**src/rtl/vsa_pkg.sv**
```systemverilog
`default_nettype none

package vsa_pkg;

  localparam int NUM_PORTS = 5;
  localparam int NUM_VCS   = 4;
  localparam int NUM_ROWS  = NUM_PORTS * NUM_VCS;
  localparam int ROW_W     = $clog2(NUM_ROWS);

  // Field widths are fixed by the interface
  localparam int PORT_W  = 3;
  localparam int CH_W    = 2;
  localparam int PEND_W  = 5;
  localparam int TOTAL_W = $clog2(NUM_ROWS * NUM_ROWS + 1);

  typedef enum logic [1:0] {
    CMD_REQUEST = 2'd0,
    CMD_PICK    = 2'd1,
    CMD_CLEAR   = 2'd2,
    CMD_QUERY   = 2'd3
  } cmd_e;

  // One output VC: request row, round-robin pointer, held winner, flags
  typedef struct packed {
    logic [NUM_ROWS-1:0] req;
    logic [ROW_W-1:0]    ptr;
    logic [ROW_W-1:0]    held;
    logic                lock;
    logic                done;
  } entry_t;

  typedef struct packed {
    logic [PORT_W-1:0] winner_port;
    logic [CH_W-1:0]   winner_ch;
    logic              no_winner;
    logic              vc_locked;
    logic [PEND_W-1:0] pending_count;
    logic              all_empty;
  } result_t;

  function automatic logic [PEND_W-1:0] row_popcount(input logic [NUM_ROWS-1:0] bits);
    logic [PEND_W-1:0] cnt;
    cnt = '0;
    for (int i = 0; i < NUM_ROWS; i++) begin
      cnt = cnt + PEND_W'(bits[i]);
    end
    return cnt;
  endfunction

endpackage

`default_nettype wire

```
**src/rtl/vsa_state_ram.sv**
```systemverilog
`default_nettype none

module vsa_state_ram
  import vsa_pkg::*;
(
  input  wire logic             clk_i,
  input  wire logic             rst_ni,
  input  wire logic             rd_en_i,
  input  wire logic [ROW_W-1:0] rd_addr_i,
  output entry_t                rd_data_o,
  input  wire logic             wr_en_i,
  input  wire logic [ROW_W-1:0] wr_addr_i,
  input  wire entry_t           wr_data_i
);

  entry_t              mem [NUM_ROWS];
  entry_t              rd_data_q;
  logic                rd_vld_q;
  logic [NUM_ROWS-1:0] vld_q;

  // entry payload, no reset
  always_ff @(posedge clk_i) begin
    if (wr_en_i) begin
      mem[wr_addr_i] <= wr_data_i;
    end
    if (rd_en_i) begin
      rd_data_q <= mem[rd_addr_i];
    end
  end

  // per-entry valid bits stand in for the all-zero reset contents
  always_ff @(posedge clk_i or negedge rst_ni) begin
    if (!rst_ni) begin
      vld_q    <= '0;
      rd_vld_q <= 1'b0;
    end else begin
      if (wr_en_i) begin
        vld_q[wr_addr_i] <= 1'b1;
      end
      if (rd_en_i) begin
        rd_vld_q <= vld_q[rd_addr_i];
      end
    end
  end

  assign rd_data_o = rd_vld_q ? rd_data_q : '0;

endmodule

`default_nettype wire

```
**src/rtl/vsa_update.sv**
```systemverilog
`default_nettype none

module vsa_update
  import vsa_pkg::*;
(
  input  wire cmd_e                cmd_i,
  input  wire logic                out_ok_i,
  input  wire logic                in_ok_i,
  input  wire logic [ROW_W-1:0]    col_i,
  input  wire entry_t              entry_i,
  input  wire logic [TOTAL_W-1:0]  total_i,
  output entry_t                   entry_o,
  output logic                     wr_en_o,
  output logic [TOTAL_W-1:0]       total_o,
  output result_t                  result_o
);

  logic             hi_found, lo_found, found;
  logic [ROW_W-1:0] hi_idx, lo_idx, pick_idx;
  logic             show_held;
  logic [ROW_W-1:0] held;

  // round-robin: first requester above the pointer, else lowest (may be the pointer)
  always_comb begin
    hi_found = 1'b0;
    lo_found = 1'b0;
    hi_idx   = '0;
    lo_idx   = '0;
    for (int i = NUM_ROWS - 1; i >= 0; i--) begin
      if (entry_i.req[i]) begin
        lo_found = 1'b1;
        lo_idx   = ROW_W'(i);
        if (ROW_W'(i) > entry_i.ptr) begin
          hi_found = 1'b1;
          hi_idx   = ROW_W'(i);
        end
      end
    end
    found    = lo_found;
    pick_idx = hi_found ? hi_idx : lo_idx;
  end

  always_comb begin
    entry_o   = entry_i;
    wr_en_o   = 1'b0;
    total_o   = total_i;
    show_held = 1'b1;
    held      = '0;
    result_o  = '0;
    if (!out_ok_i) begin
      result_o.no_winner = (cmd_i == CMD_PICK);
    end else begin
      case (cmd_i)
        CMD_REQUEST: begin
          if (in_ok_i) begin
            wr_en_o      = 1'b1;
            entry_o.done = 1'b0;
            if (!entry_i.req[col_i]) begin
              entry_o.req[col_i] = 1'b1;
              total_o            = total_i + TOTAL_W'(1);
            end
          end
        end
        CMD_CLEAR: begin
          if (in_ok_i) begin
            wr_en_o      = 1'b1;
            entry_o.done = 1'b0;
            entry_o.lock = 1'b0;
            if (entry_i.req[col_i]) begin
              entry_o.req[col_i] = 1'b0;
              total_o            = total_i - TOTAL_W'(1);
            end
          end
        end
        CMD_PICK: begin
          if (entry_i.done || entry_i.lock) begin
            wr_en_o      = 1'b1;
            entry_o.done = 1'b1;
          end else if (found) begin
            wr_en_o      = 1'b1;
            entry_o.ptr  = pick_idx;
            entry_o.held = pick_idx;
            entry_o.done = 1'b1;
            entry_o.lock = 1'b1;
          end else begin
            result_o.no_winner = 1'b1;
            show_held          = 1'b0;
          end
        end
        default: begin
        end
      endcase
      held = entry_o.held;
      if (show_held) begin
        result_o.winner_port = PORT_W'(held / NUM_VCS);
        result_o.winner_ch   = CH_W'(held % NUM_VCS);
      end
      result_o.vc_locked     = entry_o.lock;
      result_o.pending_count = row_popcount(entry_o.req);
    end
    result_o.all_empty = (total_o == '0);
  end

endmodule

`default_nettype wire

```
**src/rtl/vc_switch_allocator_round_robin.sv**
```systemverilog
`default_nettype none

// Channel    Ports                                               Timing
// ---------  --------------------------------------------------  ---------------------------
// command    start, busy, command_i, out_port_i, out_ch_i,       transfer at start && !busy
//            in_port_i, in_ch_i
// result     done_o, winner_port_o, winner_ch_o, no_winner_o,    transfer in the done_o cycle
//            vc_locked_o, pending_count_o, all_empty_o
//
// Each command is read, then computed: the accept edge reads the output VC's entry from the
// state RAM through its registered read port; while busy is high the updated entry is
// written back and the result is registered. busy is high for that compute cycle only,
// and a new command is taken only when busy is low. The result shows on done_o the cycle
// after busy; the receiver cannot stall. After reset all entries read as zero
// through per-entry valid bits; commands are taken from the first cycle.

module vc_switch_allocator_round_robin
  import vsa_pkg::*;
(
  input  wire logic              clk_i,
  input  wire logic              rst_ni,
  input  wire logic              start,
  output logic                   busy,
  input  wire logic [1:0]        command_i,
  input  wire logic [PORT_W-1:0] out_port_i,
  input  wire logic [CH_W-1:0]   out_ch_i,
  input  wire logic [PORT_W-1:0] in_port_i,
  input  wire logic [CH_W-1:0]   in_ch_i,
  output logic                   done_o,
  output logic [PORT_W-1:0]      winner_port_o,
  output logic [CH_W-1:0]        winner_ch_o,
  output logic                   no_winner_o,
  output logic                   vc_locked_o,
  output logic [PEND_W-1:0]      pending_count_o,
  output logic                   all_empty_o
);

  logic             accept;
  logic             out_ok, in_ok;
  logic [ROW_W-1:0] row, col, rd_addr;

  // command stage (payload, no reset)
  cmd_e             cmd_q;
  logic             out_ok_q, in_ok_q;
  logic [ROW_W-1:0] row_q, col_q;
  logic             busy_q;

  logic [TOTAL_W-1:0] total_q, total_d;
  logic [TOTAL_W-1:0] res_total;
  entry_t             rd_entry, wr_entry;
  logic               wr_en;
  result_t            res_d, res_q;
  logic               done_q;

  assign accept = start && !busy_q;

  assign out_ok = (int'(out_port_i) < NUM_PORTS) && (int'(out_ch_i) < NUM_VCS);
  assign in_ok  = (int'(in_port_i) < NUM_PORTS) && (int'(in_ch_i) < NUM_VCS);
  assign row    = ROW_W'(int'(out_port_i) * NUM_VCS + int'(out_ch_i));
  assign col    = ROW_W'(int'(in_port_i) * NUM_VCS + int'(in_ch_i));
  // out-of-range rows touch nothing; keep the read address in range
  assign rd_addr = out_ok ? row : '0;

  always_ff @(posedge clk_i) begin
    if (accept) begin
      cmd_q    <= cmd_e'(command_i);
      out_ok_q <= out_ok;
      in_ok_q  <= in_ok;
      row_q    <= rd_addr;
      col_q    <= in_ok ? col : '0;
    end
    if (busy_q) begin
      res_q <= res_d;
    end
  end

  always_ff @(posedge clk_i or negedge rst_ni) begin
    if (!rst_ni) begin
      busy_q  <= 1'b0;
      done_q  <= 1'b0;
      total_q <= '0;
    end else begin
      busy_q  <= accept;
      done_q  <= busy_q;
      total_q <= total_d;
    end
  end

  assign total_d = busy_q ? res_total : total_q;

  vsa_state_ram u_ram (
    .clk_i     (clk_i),
    .rst_ni    (rst_ni),
    .rd_en_i   (accept),
    .rd_addr_i (rd_addr),
    .rd_data_o (rd_entry),
    .wr_en_i   (busy_q && wr_en),
    .wr_addr_i (row_q),
    .wr_data_i (wr_entry)
  );

  vsa_update u_update (
    .cmd_i    (cmd_q),
    .out_ok_i (out_ok_q),
    .in_ok_i  (in_ok_q),
    .col_i    (col_q),
    .entry_i  (rd_entry),
    .total_i  (total_q),
    .entry_o  (wr_entry),
    .wr_en_o  (wr_en),
    .total_o  (res_total),
    .result_o (res_d)
  );

  assign busy            = busy_q;
  assign done_o          = done_q;
  assign winner_port_o   = res_q.winner_port;
  assign winner_ch_o     = res_q.winner_ch;
  assign no_winner_o     = res_q.no_winner;
  assign vc_locked_o     = res_q.vc_locked;
  assign pending_count_o = res_q.pending_count;
  assign all_empty_o     = res_q.all_empty;

  // compute stage lasts exactly one cycle
  a_busy_one_cycle: assert property (@(posedge clk_i) disable iff (!rst_ni)
    busy_q |=> !busy_q)
    else $error("compute stage held longer than one cycle");

  // every accepted command yields a result strobe, through busy_q and then done_q
  a_accept_to_done: assert property (@(posedge clk_i) disable iff (!rst_ni)
    accept |=> ##1 done_q)
    else $error("result strobe missing after accepted command");

  // a strobe only follows a compute cycle
  a_done_after_busy: assert property (@(posedge clk_i) disable iff (!rst_ni)
    done_q |-> $past(busy_q))
    else $error("result strobe without compute cycle");

  // empty matrix means the addressed row is empty too
  a_empty_row: assert property (@(posedge clk_i) disable iff (!rst_ni)
    done_q && res_q.all_empty |-> res_q.pending_count == '0)
    else $error("pending requests reported while matrix empty");

  // no_winner comes with a zero winner port and channel
  a_no_winner_zero: assert property (@(posedge clk_i) disable iff (!rst_ni)
    done_q && res_q.no_winner |-> res_q.winner_port == '0 && res_q.winner_ch == '0)
    else $error("winner reported with no_winner set");

endmodule

`default_nettype wire
```
**config.mk**
```make
export PLATFORM = sky130hd
export DESIGN_NAME = vc_switch_allocator_round_robin
export DESIGN_NICKNAME = d
export VERILOG_FILES = /design/src/rtl/vsa_pkg.sv /design/src/rtl/vsa_state_ram.sv /design/src/rtl/vsa_update.sv /design/src/rtl/vc_switch_allocator_round_robin.sv
export SDC_FILE = /design/constraint.sdc
export NUM_CORES = 1
export LEC_CHECK = 0
export BUFFER_PORTS_ARGS = -buffer_cell sky130_fd_sc_hd__clkbuf_2
export CORE_ASPECT_RATIO = 1.75
export CORE_MARGIN = 2
export CORE_UTILIZATION = 55
export CTS_CLUSTER_DIAMETER = 100
export CTS_CLUSTER_SIZE = 30
export DETAILED_ROUTE_END_ITERATION = 8
export GPL_ROUTABILITY_DRIVEN = 1
export HOLD_SLACK_MARGIN = 0.15
export PLACE_DENSITY = 0.73
export SLEW_MARGIN = 20
export SYNTH_ARGS = -nofsm -noshare
export SYNTH_HDL_FRONTEND = slang
export SYNTH_HIERARCHICAL = 1
export SYNTH_SLANG_ARGS = --single-unit
```
**constraint.sdc**
```tcl
create_clock -name clk_i -period 9.3 [get_ports clk_i]
set_input_delay 1.86 -clock clk_i [delete_from_list [all_inputs] [get_ports clk_i]]
set_output_delay 1.86 -clock clk_i [all_outputs]
set_load 0.02 [all_outputs]
```
After elaboration in Yosys (flattened, before gate mapping)
Memory sizes are Yosys's and may differ from the RTL's. A register that Yosys moved wholly into a read port is not among the register bits.
Cells that the tools add are included.
{"block": "word_totals", "in_bits": 15, "ramBits": 640, "word_cells": 248, "register_bits": 59, "n_memories": 1, "out_inout_bits": 15}
{"memory": "u_ram.mem", "words": 20, "word_bits": 32, "rd": 1, "rd_clocked_by_memory_dff": 1, "write_ports": 1, "line": "vsa_state_ram.sv:16", "text": "entry_t mem [NUM_ROWS];"}
{"block": "classes", "n_mux": 165, "n_eq_ne": 2, "n_reduce_logical": 10, "bitwise": 4, "magnitude_cmp": 27, "addsub": 23}
{"op": "5-bit 2-to-1 mux", "count": 62}
{"op": "20-bit 2-to-1 mux", "count": 5}
{"op": "5-bit by 1-bit adder with 5-bit output", "count": 18}
{"op": "1-bit 2-to-1 mux", "count": 78}
{"op": "32-bit 2-to-1 mux", "count": 2}
{"op": "9-bit 2-to-1 mux", "count": 5}
{"op": "4-bit by 5-bit greater-than comparator with 1-bit output, first input constant", "count": 8}
{"op": "20-bit OR", "count": 2}
{"op": "20-bit case mux with 2 select lines", "count": 1}
{"op": "20-bit AND", "count": 1}
{"op": "3-bit by 5-bit greater-than comparator with 1-bit output, first input constant", "count": 4}
{"op": "5-bit greater-than comparator, first input constant", "count": 4}
{"op": "20-bit inverter", "count": 1}
{"op": "5-bit by 6-bit less-than comparator with 1-bit output, second input constant", "count": 3}
{"op": "9-bit case mux with 2 select lines", "count": 1}
{"op": "12-bit 2-to-1 mux", "count": 1}
{"op": "11-bit 2-to-1 mux", "count": 1}
{"op": "5-bit by 2-bit adder with 5-bit output", "count": 2}
{"op": "1-bit binary-select mux with 5-bit select", "count": 2}
{"op": "1-bit demux with 5-bit select", "count": 2}
{"op": "5-bit by 1-bit greater-or-equal comparator with 1-bit output, second input constant", "count": 2}
{"op": "1-bit by 5-bit greater-than comparator with 1-bit output, first input constant", "count": 2}
{"op": "2-bit by 5-bit greater-than comparator with 1-bit output, first input constant", "count": 2}
{"op": "10-bit 2-to-1 mux", "count": 1}
{"op": "other kinds (16)", "count": 21}

Depth between registers and ports, before layout
Gate-level depths: netlist of the first run.
{"block": "depth", "word_depth": 47, "mapped_depth": 26, "ltp_nobuf": 24}

Modules after synthesis
Netlist of the first run, hierarchy kept.
{"module": "vsa_state_ram", "cells_each": 1286, "area_each_um2": 26605.5, "n_inst": 1, "seq_area_each_um2": 20704.9}
{"module": "vsa_update", "cells_each": 557, "area_each_um2": 3425.8, "n_inst": 1, "seq_area_each_um2": 0.0}
{"module": "vc_switch_allocator_round_robin", "cells_each": 62, "area_each_um2": 1320.0, "n_inst": 1, "seq_area_each_um2": 1086.0}

Worst setup path after synthesis of the first run
No wires, ideal clock.
{"block": "synth_path", "path_kind": "register -> register", "start": "reg u_ram.rd_vld_q", "end": "reg res_q, in the netlist pending_count_o[4] (data pin)", "path_buffers": 4, "arrival_time_ns": 5.902, "synth_period_minus_slack_ns": 6.168, "required_time_ns": 9.034, "path_stages_with_launch": 24, "setup_slack_ns": 3.132, "setup_ns": 0.266, "cell_sequence": "dfrtp_1 -> clkbuf_1 -> and2_1 -> clkbuf_1 -> mux4_1 -> a21boi_1 -> or3_1 -> buf_2 -> buf_2 -> nor2_1 -> a31oi_1 -> o21ai_0 -> fa_1 -> inv_1 -> fa_1 -> fa_1 -> fa_1 -> fa_1 -> ha_1 -> fa_1 -> a21oi_1 -> nor2_1 -> nor2_1 -> nor2_1"}
{"item": "start, declared", "line": "vsa_state_ram.sv:18", "text": "logic rd_vld_q;"}
{"item": "start signal, assigned", "line": "vsa_state_ram.sv:41", "text": "rd_vld_q <= vld_q[rd_addr_i];"}
{"item": "end signal, assigned", "line": "vc_switch_allocator_round_robin.sv:73", "text": "res_q <= res_d;"}
{"item": "end, declared", "line": "vc_switch_allocator_round_robin.sv:52", "text": "result_t res_d, res_q;"}

==> reports/summary.json, run 1 <==
{
  "cts": {
    "worst_skew_pair.late_latency_ns": 0.64,
    "path_clk_slew_ns": 0.11,
    "cts-root-to-sink-buffers": 3,
    "post-cts-setup-buffers": 0,
    "clockRootBuffer": "clkbuf_16",
    "ctsResizeCount": 0,
    "cts.sink_count": 731,
    "post_cts_hold_buffers": 0,
    "tritoncts_clock_tree": "done",
    "htreeDepth": 1,
    "cts_buffers": 28
  },
  "cells_and_area": {
    "fin_nets": 1935,
    "post-route-util": 0.592,
    "area_growth_from_synthesis_to_layout_pct": 6.25,
    "num-fill-cells": 4165,
    "final_cells": 2676,
    "layout-drive-gt1-share": 0.205,
    "seqCellArea_sq_um": 21800,
    "multiInputGateArea_sq_um": 9040
  },
  "sta": {
    "timing.setup.tns_ns": 0,
    "report.final.setup_viol": 0,
    "slew_headroom": 0.245,
    "fin_crit_ns": 7.44,
    "grt_setup_unrepaired": "no",
    "tightestPinTransition_ns": 1.13,
    "final.hold.worst_slack_ns": 0.478,
    "clock-skew-final_ns": 0.0288,
    "maxSlewViolCount": 0,
    "timing.fmax_mhz": 134,
    "finalHoldViolations": 0,
    "fin_crit_sh": 0.800
  },
  "setup_path": {
    "setup.reg_to_reg.worst_slack_ns": 1.86,
    "critical_path_buf_inv_count": 1,
    "timing.critical_path.fanout_max": 33,
    "critical_path.max_stage_delay_ns": 0.77,
    "timing.critical_path.cells": "and2_1 > mux4_1 > o22ai_1 > or3_1 > nor2_1 > a31oi_1 > o21ai_0 > fa_1 > inv_1 > fa_1 > fa_1 > fa_1 > fa_1 > ha_1 > fa_1 > a21oi_1 > nor2_1 > nor2_1 > nor2_1",
    "cpMaxStageDelayCell": "dfrtp_2",
    "critical_path.reg2reg.startpoint": "u_ram/rd_vld_q",
    "timing_worst_setup_path_type": "register to register",
    "path_common_cell": "fa_1",
    "worst-r2r-cell-count": 19,
    "crit_arrival_ns": 7.81,
    "worstSetupStartpointType": "register",
    "critical_path_start": "u_ram/rd_vld_q",
    "endpoint_kind": "register",
    "timing.critical_path.max_delay_family": "adder cells",
    "regToRegEndpoint": "pending_count_o[4]",
    "cp.required_ns": 9.67
  },
  "global_routing": {
    "antenna_found_initial": 1,
    "grt_pass1_wl_um": 117000,
    "gr-total-overflow": 0,
    "grt_use_total": 0.276,
    "grt_max_degree": 60,
    "grt_pass1_vias": 17500
  },
  "die": {
    "die_y_um": 320,
    "die_area_sq_um": 59000,
    "row_count": 115,
    "design.core.area_sq_um": 56300,
    "floorplan.die.width_um": 184,
    "io_pins": 30,
    "initial_core_util": 0.557
  },
  "status": {
    "run_status": "completed"
  },
  "placement": {
    "dp_hpwl_um": 50400,
    "gp_routability_congestion": 0.877,
    "numPortBuffers": 29,
    "placedCellCount": 2623
  },
  "hold_path": {
    "holdPathStages": 1,
    "timing.hold.worst_endpoint": "u_ram/vld_q[12]",
    "hold_path_class": "register to register",
    "holdCritStartpoint": "u_ram/vld_q[12]"
  },
  "synth": {
    "synth-edff-count": 699,
    "total_standard_cell_area_after_synthesis_sq_um": 31400,
    "ys_warn_count": 6,
    "syn_avg_cell_area_sq_um": 16.5,
    "post_synth_inst_count": 1905,
    "yosys-top-cells-area": "edfxtp_1 67%, mux4_2 7.9%, mux2_2 2.7%, dfrtp_1 2.6%, mux2i_1 1.5%",
    "post-synth-top-count-cell": "edfxtp_1",
    "postSynth.topFlopCell": "edfxtp_1",
    "synthDominantCellAreaShare": 0.670,
    "ys_seq_area_frac": 0.695,
    "synth.distinct_cells": 78,
    "postSynthRegisterBits": 731,
    "share_of_flip_flops_with_an_asynchronous_set_or_reset_after_synthesis": 0.0438,
    "mappedNetlistNets": 1947,
    "yosys-top-cells-count": "699 x edfxtp_1, 122 x nand2_1, 110 x mux4_2",
    "netlist.top_cell.by_area": "edfxtp_1"
  },
  "drt": {
    "routed_wire_length_per_instance_um": 30.1,
    "vias_per_cell": 6.58,
    "dr_total_vias": 17600,
    "dr.first_iter.drc_count": 1780,
    "first_pass_iteration_count_of_the_detailed_router": 5,
    "drc_errors": 0,
    "totalWireLength_um": 80600,
    "drtAntennaViolNets": 0
  },
  "pwr": {
    "power.static_leakage_nw": 10.8,
    "worst_ir_drop_vdd_mv": 0.151,
    "total_power_mw": 6.19,
    "powerDensity_nw_per_um2": 186
  },
  "flow_run": {
    "max-cap-violations": 0
  }
}
[how the worst max path moves through the flow]
| stage | endpoint | slack [ns] | cells after the start |
|---|---|---|---|
| finish | pending_count_o[4] | 1.86 | 19 |
| global route | pending_count_o[4] | 1.61 | 19 |
| CTS | pending_count_o[4] | 1.57 | 19 |
| detailed placement | pending_count_o[4] | 1.58 | 19 |
| global placement | pending_count_o[4] | 1.68 | 19 |
| floorplan | pending_count_o[4] | 3.13 | 23 |
[state kept, by name, indices dropped and copies added, names as in the netlist]
name             flops
u_ram/mem          640
u_ram/rd_data_q     32
u_ram/vld_q         20
total_q              9
col_q                5
pending_count_o      5
row_q                5
winner_port_o        3
cmd_q                2
winner_ch_o          2
all_empty_o          1
busy                 1
done_o               1
in_ok_q              1
no_winner_o          1
out_ok_q             1
u_ram/rd_vld_q       1
vc_locked_o          1
[routing by layer]
metal / vias up / share of wire / global-route usage / wire length (um)
met5: - / 0 / 0 / 0
met4: 0 / 0.054 / 0.135 / 4370
met3: 182 / 0.061 / 0.0272 / 4930
met2: 826 / 0.53 / 0.485 / 42500
met1: 9092 / 0.36 / 0.340 / 28800
li1: 7496 / - / - / -
[through the flow]
step	area, sq um	worst slack [ns]
final	33300	1.86
after global routing	33300	1.61
after CTS	33300	1.57
after detailed placement	32500	1.58
after global placement	32500	1.68
after floorplan	31400	3.13
[report_power, final]
group	total (mW)	switching, mW	internal, mW
Sequential	3.80	0.0639	3.74
Clock	1.53	0.946	0.584
Combinational	0.860	0.548	0.312
[cells in the final DEF (no fill, tap or decap), drive strengths merged, types with 6 or more instances in the layout]
cell type    n
or2         46
fa          14
a21o         7
or3          7
buf         49
a21oi       34
clkbuf      77
a31oi        6
o2bb2ai      8
a21boi       6
dfrtp       32
a32oi       24
mux2        84
or4          7
a221o       12
mux2i       47
inv         53
nor4        12
o21ai       79
a311o       22
nand2      122
nor2b       13
o31ai        9
or3b         6
nand3b       8
ha          13
nor3        10
nor2        94
and3         9
mux4       114
nand3       21
edfxtp     699
o211ai       6
a221oi      45
and2        44
o22ai       16
nor3b        7
[cell families (layout without fill, tap and decap cells)]
logic type      after synthesis  after routing  synth area share
other cells                   0              1                 0
mux                         245            245             0.129
buf+inv                     172            182            0.0230
flops                       731            731             0.695
fa+ha+maj                    28             28            0.0144
simple gates                420            420            0.0678
compound gates              307            307            0.0707
xor+xnor                      2              2          0.000559
[worst reg2reg max path, delay by kind of cell, from the launching register on]
family,cells,cell delay [ns]
mux,1,0.35
compound gates,4,0.71
flops,1,0.77
buf+inv,1,0.09
simple gates,6,2.06
fa+ha+maj,7,3.22
[cell type report]
| cell class | instances | share of cell area |
|---|---|---|
| tap | 760 | 0.0285 |
| clock buffer | 48 | 0.0233 |
| antenna | 1 | 0.0000751 |
| timing repair buffer | 78 | 0.0154 |
| clock inverter | 4 | 0.00120 |
| inverter | 52 | 0.00586 |
| multi-input combinational | 1002 | 0.271 |
| sequential | 731 | 0.654 |
Power figures use the tool's default switching activity.
==> run 2: changes to the inputs <==
Clock period 9.3 ns to 7.4 ns, I/O delays scaled along.
==> reports/summary.json, run 2 (synthesis results as in run 1) <==
{
  "status": {
    "run_status": "completed"
  },
  "setup_path": {
    "cp.required_ns": 7.79,
    "path_common_cell": "fa_1",
    "timing.critical_path.fanout_max": 14,
    "timing.critical_path.to": "pending_count_o[4]",
    "regToRegEndpoint": "pending_count_o[4]",
    "endpoint_kind": "register",
    "critical_path_start": "u_ram/rd_vld_q",
    "timing.critical_path.cells": "buf_4 > and2_1 > mux4_1 > o22ai_1 > nor3_2 > nand2_1 > buf_4 > o21ai_0 > o2bb2ai_1 > fa_1 > inv_1 > fa_1 > fa_1 > fa_1 > fa_1 > ha_1 > fa_1 > a21oi_1 > nor2_1 > nor2_1 > nor2_1",
    "crit_arrival_ns": 7.08,
    "worstSetupStartpointType": "register",
    "worst-r2r-cell-count": 21,
    "cpMaxStageDelayCell": "fa_1",
    "critical_path.reg2reg.startpoint": "u_ram/rd_vld_q",
    "timing_worst_setup_path_type": "register to register",
    "setup.reg_to_reg.worst_slack_ns": 0.71,
    "critical_path.max_stage_delay_ns": 0.61
  },
  "pwr": {
    "total_power_mw": 7.89,
    "powerDensity_nw_per_um2": 235,
    "power.static_leakage_nw": 10.9,
    "worst_ir_drop_vdd_mv": 0.226
  },
  "sta": {
    "timing.fmax_mhz": 150,
    "report.final.setup_viol": 0,
    "timing.setup.tns_ns": 0,
    "slew_headroom": 0.299,
    "grt_setup_unrepaired": "no",
    "fin_crit_sh": 0.904,
    "fin_crit_ns": 6.69,
    "clock-skew-final_ns": 0.0429,
    "final_critical_path_setup_slack_ns": 0.711,
    "tightestPinTransition_ns": 1.05,
    "finalHoldViolations": 0,
    "maxSlewViolCount": 0
  },
  "cts": {
    "tritoncts_clock_tree": "done",
    "post-cts-setup-buffers": 0,
    "ctsResizeCount": 0,
    "cts_buffers": 29,
    "htreeDepth": 1,
    "path_clk_slew_ns": 0.11,
    "cts-root-to-sink-buffers": 3,
    "post_cts_hold_buffers": 0,
    "cts.sink_count": 731,
    "worst_skew_pair.late_latency_ns": 0.68,
    "clockRootBuffer": "clkbuf_16"
  },
  "global_routing": {
    "gr-total-overflow": 0,
    "grt_max_degree": 114,
    "grt_pass1_vias": 18100,
    "grt_use_total": 0.287,
    "grt_pass1_wl_um": 121000,
    "antenna_found_initial": 2
  },
  "die": {
    "design.core.area_sq_um": 56300,
    "die_y_um": 320,
    "row_count": 115,
    "io_pins": 30,
    "floorplan.die.width_um": 184,
    "initial_core_util": 0.557,
    "die_area_sq_um": 59000
  },
  "placement": {
    "standard_cell_area_after_detailed_placement_sq_um": 32700,
    "gp_routability_congestion": 0.876,
    "dp_worst_setup_slack_ns": 0.747,
    "dp_hpwl_um": 52200,
    "numPortBuffers": 29,
    "placedCellCount": 2648
  },
  "hold_path": {
    "holdPathStages": 1,
    "hold_path_class": "register to register"
  },
  "cells_and_area": {
    "registers.top_by_ff_count": "u_ram/mem",
    "num-fill-cells": 4185,
    "seqCellArea_sq_um": 21800,
    "layout_commonest_cell": "edfxtp_1",
    "final_instance_area_sq_um": 33600,
    "multiInputGateArea_sq_um": 9040,
    "area_growth_from_synthesis_to_layout_pct": 7.09,
    "reg_top3": "u_ram/mem x640, u_ram/rd_data_q x32, u_ram/vld_q x20",
    "largest_register_ff_count": 640,
    "layout-drive-gt1-share": 0.215,
    "fin_nets": 1961,
    "mostFrequentLayoutCells": "699 x edfxtp_1, 122 x nand2_1, 110 x mux4_2",
    "final_cells": 2701
  },
  "flow_run": {
    "max-cap-violations": 0
  },
  "drt": {
    "totalWireLength_um": 83400,
    "vias_per_cell": 6.58,
    "first_pass_iteration_count_of_the_detailed_router": 5,
    "drtAntennaViolNets": 0,
    "drc_errors": 0,
    "routed_wire_length_per_instance_um": 30.9,
    "dr_total_vias": 17800,
    "dr.first_iter.drc_count": 1774
  }
}
## run 2: worst min-delay path by stage
stage	to	from
floorplan	u_ram/vld_q[12]	u_ram/vld_q[12]
detailed placement	u_ram/vld_q[4]	u_ram/vld_q[4]
CTS	u_ram/vld_q[0]	u_ram/vld_q[0]
global placement	u_ram/vld_q[6]	u_ram/vld_q[6]
finish	u_ram/vld_q[17]	u_ram/vld_q[17]
global route	u_ram/vld_q[0]	u_ram/vld_q[0]
## run 2: power by group
| part | switching [mW] | leakage [nW] | total (mW) | internal [mW] |
|---|---|---|---|---|
| combinational | 0.702 | 3.69 | 1.11 | 0.411 |
| clock | 1.23 | 0.413 | 2.00 | 0.767 |
| sequential | 0.0801 | 6.82 | 4.78 | 4.70 |
| total | 2.01 | 10.9 | 7.89 | 5.88 |
## run 2: layout make-up
class / count / share of cell area
multi-input combinational: 1002 / 0.269
sequential: 731 / 0.649
inverter: 52 / 0.00581
tap: 760 / 0.0283
antenna: 1 / 0.0000745
timing repair buffer: 103 / 0.0216
clock buffer: 48 / 0.0237
clock inverter: 4 / 0.00224
## run 2: per-layer routing
layer	vias up	global-route usage	share of wire
met2	756	0.520	0.54
met4	2	0.131	0.048
li1	7550	-	-
met5	-	0	0.00014
met3	182	0.0276	0.058
met1	9283	0.345	0.35
## run 2: critical path, delay by kind of cell (launching register included)
kind                     cells  cell delay (ns)
AO/OA/AOI/OAI                4             0.65
adder cells (fa/ha/maj)      7             3.37
buffers and inverters        3             0.52
flip-flops                   1             0.56
multiplexers                 1             0.54
AND/OR/NAND/NOR              6             0.75
## run 2: metrics by stage
stage	hold slack, ns	utilization
floorplan	0.434	-
global placement	0.446	0.581
detailed placement	0.450	0.581
CTS	0.477	0.597
global route	0.501	0.597
finish	0.482	0.597
==> run 3: changes to the inputs <==
Settings changed: BUFFER_PORTS_ARGS -buffer_cell sky130_fd_sc_hd__clkbuf_2 to -buffer_cell sky130_fd_sc_hd__buf_2.
==> reports/summary.json, run 3 (synthesis results as in run 1) <==
{
  "setup_path": {
    "critical_path.max_stage_delay_ns": 0.69,
    "timing.critical_path.fanout_max": 24,
    "timing.critical_path.cells": "and2_1 > mux4_1 > a21boi_1 > nor3_2 > nand2_1 > buf_4 > nor2_1 > nand2_1 > a21oi_1 > or2_2 > fa_1 > inv_1 > fa_1 > fa_1 > fa_1 > fa_1 > ha_1 > fa_1 > a21oi_1 > nor2_1 > nor2_1 > nor2_1",
    "cpMaxStageDelayCell": "dfrtp_1",
    "timing_worst_setup_path_type": "register to register",
    "worstSetupStartpointType": "register",
    "path_common_cell": "fa_1",
    "cp.required_ns": 7.77,
    "critical_path_buf_inv_count": 2,
    "crit_arrival_ns": 7.07,
    "timing.critical_path.max_delay_family": "adder cells",
    "endpoint_kind": "register"
  },
  "global_routing": {
    "grt_pass1_vias": 18000,
    "gr-total-overflow": 0,
    "antenna_found_initial": 2,
    "grt_max_degree": 60,
    "grt_pass1_wl_um": 120000,
    "grt_use_total": 0.285
  },
  "pwr": {
    "power.static_leakage_nw": 10.9,
    "total_power_mw": 7.83,
    "powerDensity_nw_per_um2": 234,
    "worst_ir_drop_vdd_mv": 0.241
  },
  "cells_and_area": {
    "fin_nets": 1955,
    "area_growth_from_synthesis_to_layout_pct": 6.74,
    "largest_register_ff_count": 640,
    "layout-drive-gt1-share": 0.213,
    "layout_commonest_cell": "edfxtp_1",
    "num-fill-cells": 4146,
    "final_instance_area_sq_um": 33500,
    "reg_top3": "u_ram/mem x640, u_ram/rd_data_q x32, u_ram/vld_q x20",
    "insertedDiodeCount": 0,
    "registers.top_by_ff_count": "u_ram/mem",
    "final_cells": 2695,
    "mostFrequentLayoutCells": "699 x edfxtp_1, 122 x nand2_1, 110 x mux4_2"
  },
  "drt": {
    "totalWireLength_um": 83000,
    "vias_per_cell": 6.57,
    "dr.first_iter.drc_count": 1769,
    "dr_total_vias": 17700,
    "drtAntennaViolNets": 0,
    "first_pass_iteration_count_of_the_detailed_router": 6,
    "drc_errors": 0,
    "routed_wire_length_per_instance_um": 30.8
  },
  "status": {
    "run_status": "completed"
  },
  "flow_run": {
    "max-cap-violations": 0
  },
  "sta": {
    "timing.setup.tns_ns": 0,
    "timing.fmax_mhz": 149,
    "report.final.setup_viol": 0,
    "fin_crit_sh": 0.904,
    "grt_setup_unrepaired": "no",
    "tightestPinTransition_ns": 1.17,
    "maxSlewViolCount": 0,
    "finalHoldViolations": 0,
    "clock-skew-final_ns": 0.0260,
    "final.hold.worst_slack_ns": 0.484,
    "slew_headroom": 0.211,
    "fin_crit_ns": 6.69
  },
  "die": {
    "row_count": 115,
    "initial_core_util": 0.557,
    "die_area_sq_um": 59000,
    "io_pins": 30,
    "floorplan.die.width_um": 184,
    "design.core.area_sq_um": 56300,
    "die_y_um": 320
  },
  "placement": {
    "numPortBuffers": 29,
    "dp_hpwl_um": 52800,
    "gp_routability_congestion": 0.900,
    "standard_cell_area_after_detailed_placement_sq_um": 32600,
    "placedCellCount": 2643
  },
  "cts": {
    "tritoncts_clock_tree": "done",
    "ctsResizeCount": 0,
    "clockRootBuffer": "clkbuf_16",
    "cts-root-to-sink-buffers": 3,
    "cts.sink_count": 731,
    "cts_buffers": 28,
    "post-cts-setup-buffers": 0,
    "post_cts_hold_buffers": 0,
    "worst_skew_pair.late_latency_ns": 0.66,
    "path_clk_slew_ns": 0.13,
    "htreeDepth": 1
  },
  "hold_path": {
    "hold_path_class": "register to register"
  }
}
## run 3: layout make-up
type / instances / area (sq um) / area share
flip-flops and latches: 731 / 21800 / 0.651
multi-input cells: 1002 / 9040 / 0.270
well taps: 760 / 951 / 0.0284
clock buffers: 49 / 779 / 0.0233
repair buffers: 98 / 663 / 0.0198
inverters: 52 / 195 / 0.00583
clock inverters: 3 / 41.3 / 0.00123
## run 3: metrics by stage
step	utilization	setup WS, ns
floorplan	-	1.23
global route	0.595	0.323
global placement	0.580	0.763
finish	0.595	0.708
detailed placement	0.580	0.792
CTS	0.595	0.701
## run 3: where the power goes
group	switching [mW]	total (mW)	internal [mW]
registers	0.0814	4.78	4.70
clock network	1.20	1.94	0.736
logic	0.704	1.11	0.405
total	1.99	7.83	5.84
## run 3: final timing paths
check                               start            endpoint  slack, ns  cells after the start
min in group asynchronous          rst_ni      u_ram/rd_vld_q       1.00                      1
setup reg to reg           u_ram/rd_vld_q  pending_count_o[4]       0.71                     22
max in group asynchronous          rst_ni              done_o       5.75                      1
hold reg to reg            u_ram/vld_q[8]      u_ram/vld_q[8]       0.48                      1
hold / removal             u_ram/vld_q[8]      u_ram/vld_q[8]       0.48                      1
setup / recovery           u_ram/rd_vld_q  pending_count_o[4]       0.71                     22
## run 3: routing by layer
metal,global-route usage,vias up,part of all wire
met3,0.0263,164,0.058
met1,0.343,9239,0.36
met4,0.129,2,0.047
met5,0,-,0.00016
met2,0.518,760,0.54
li1,-,7540,-
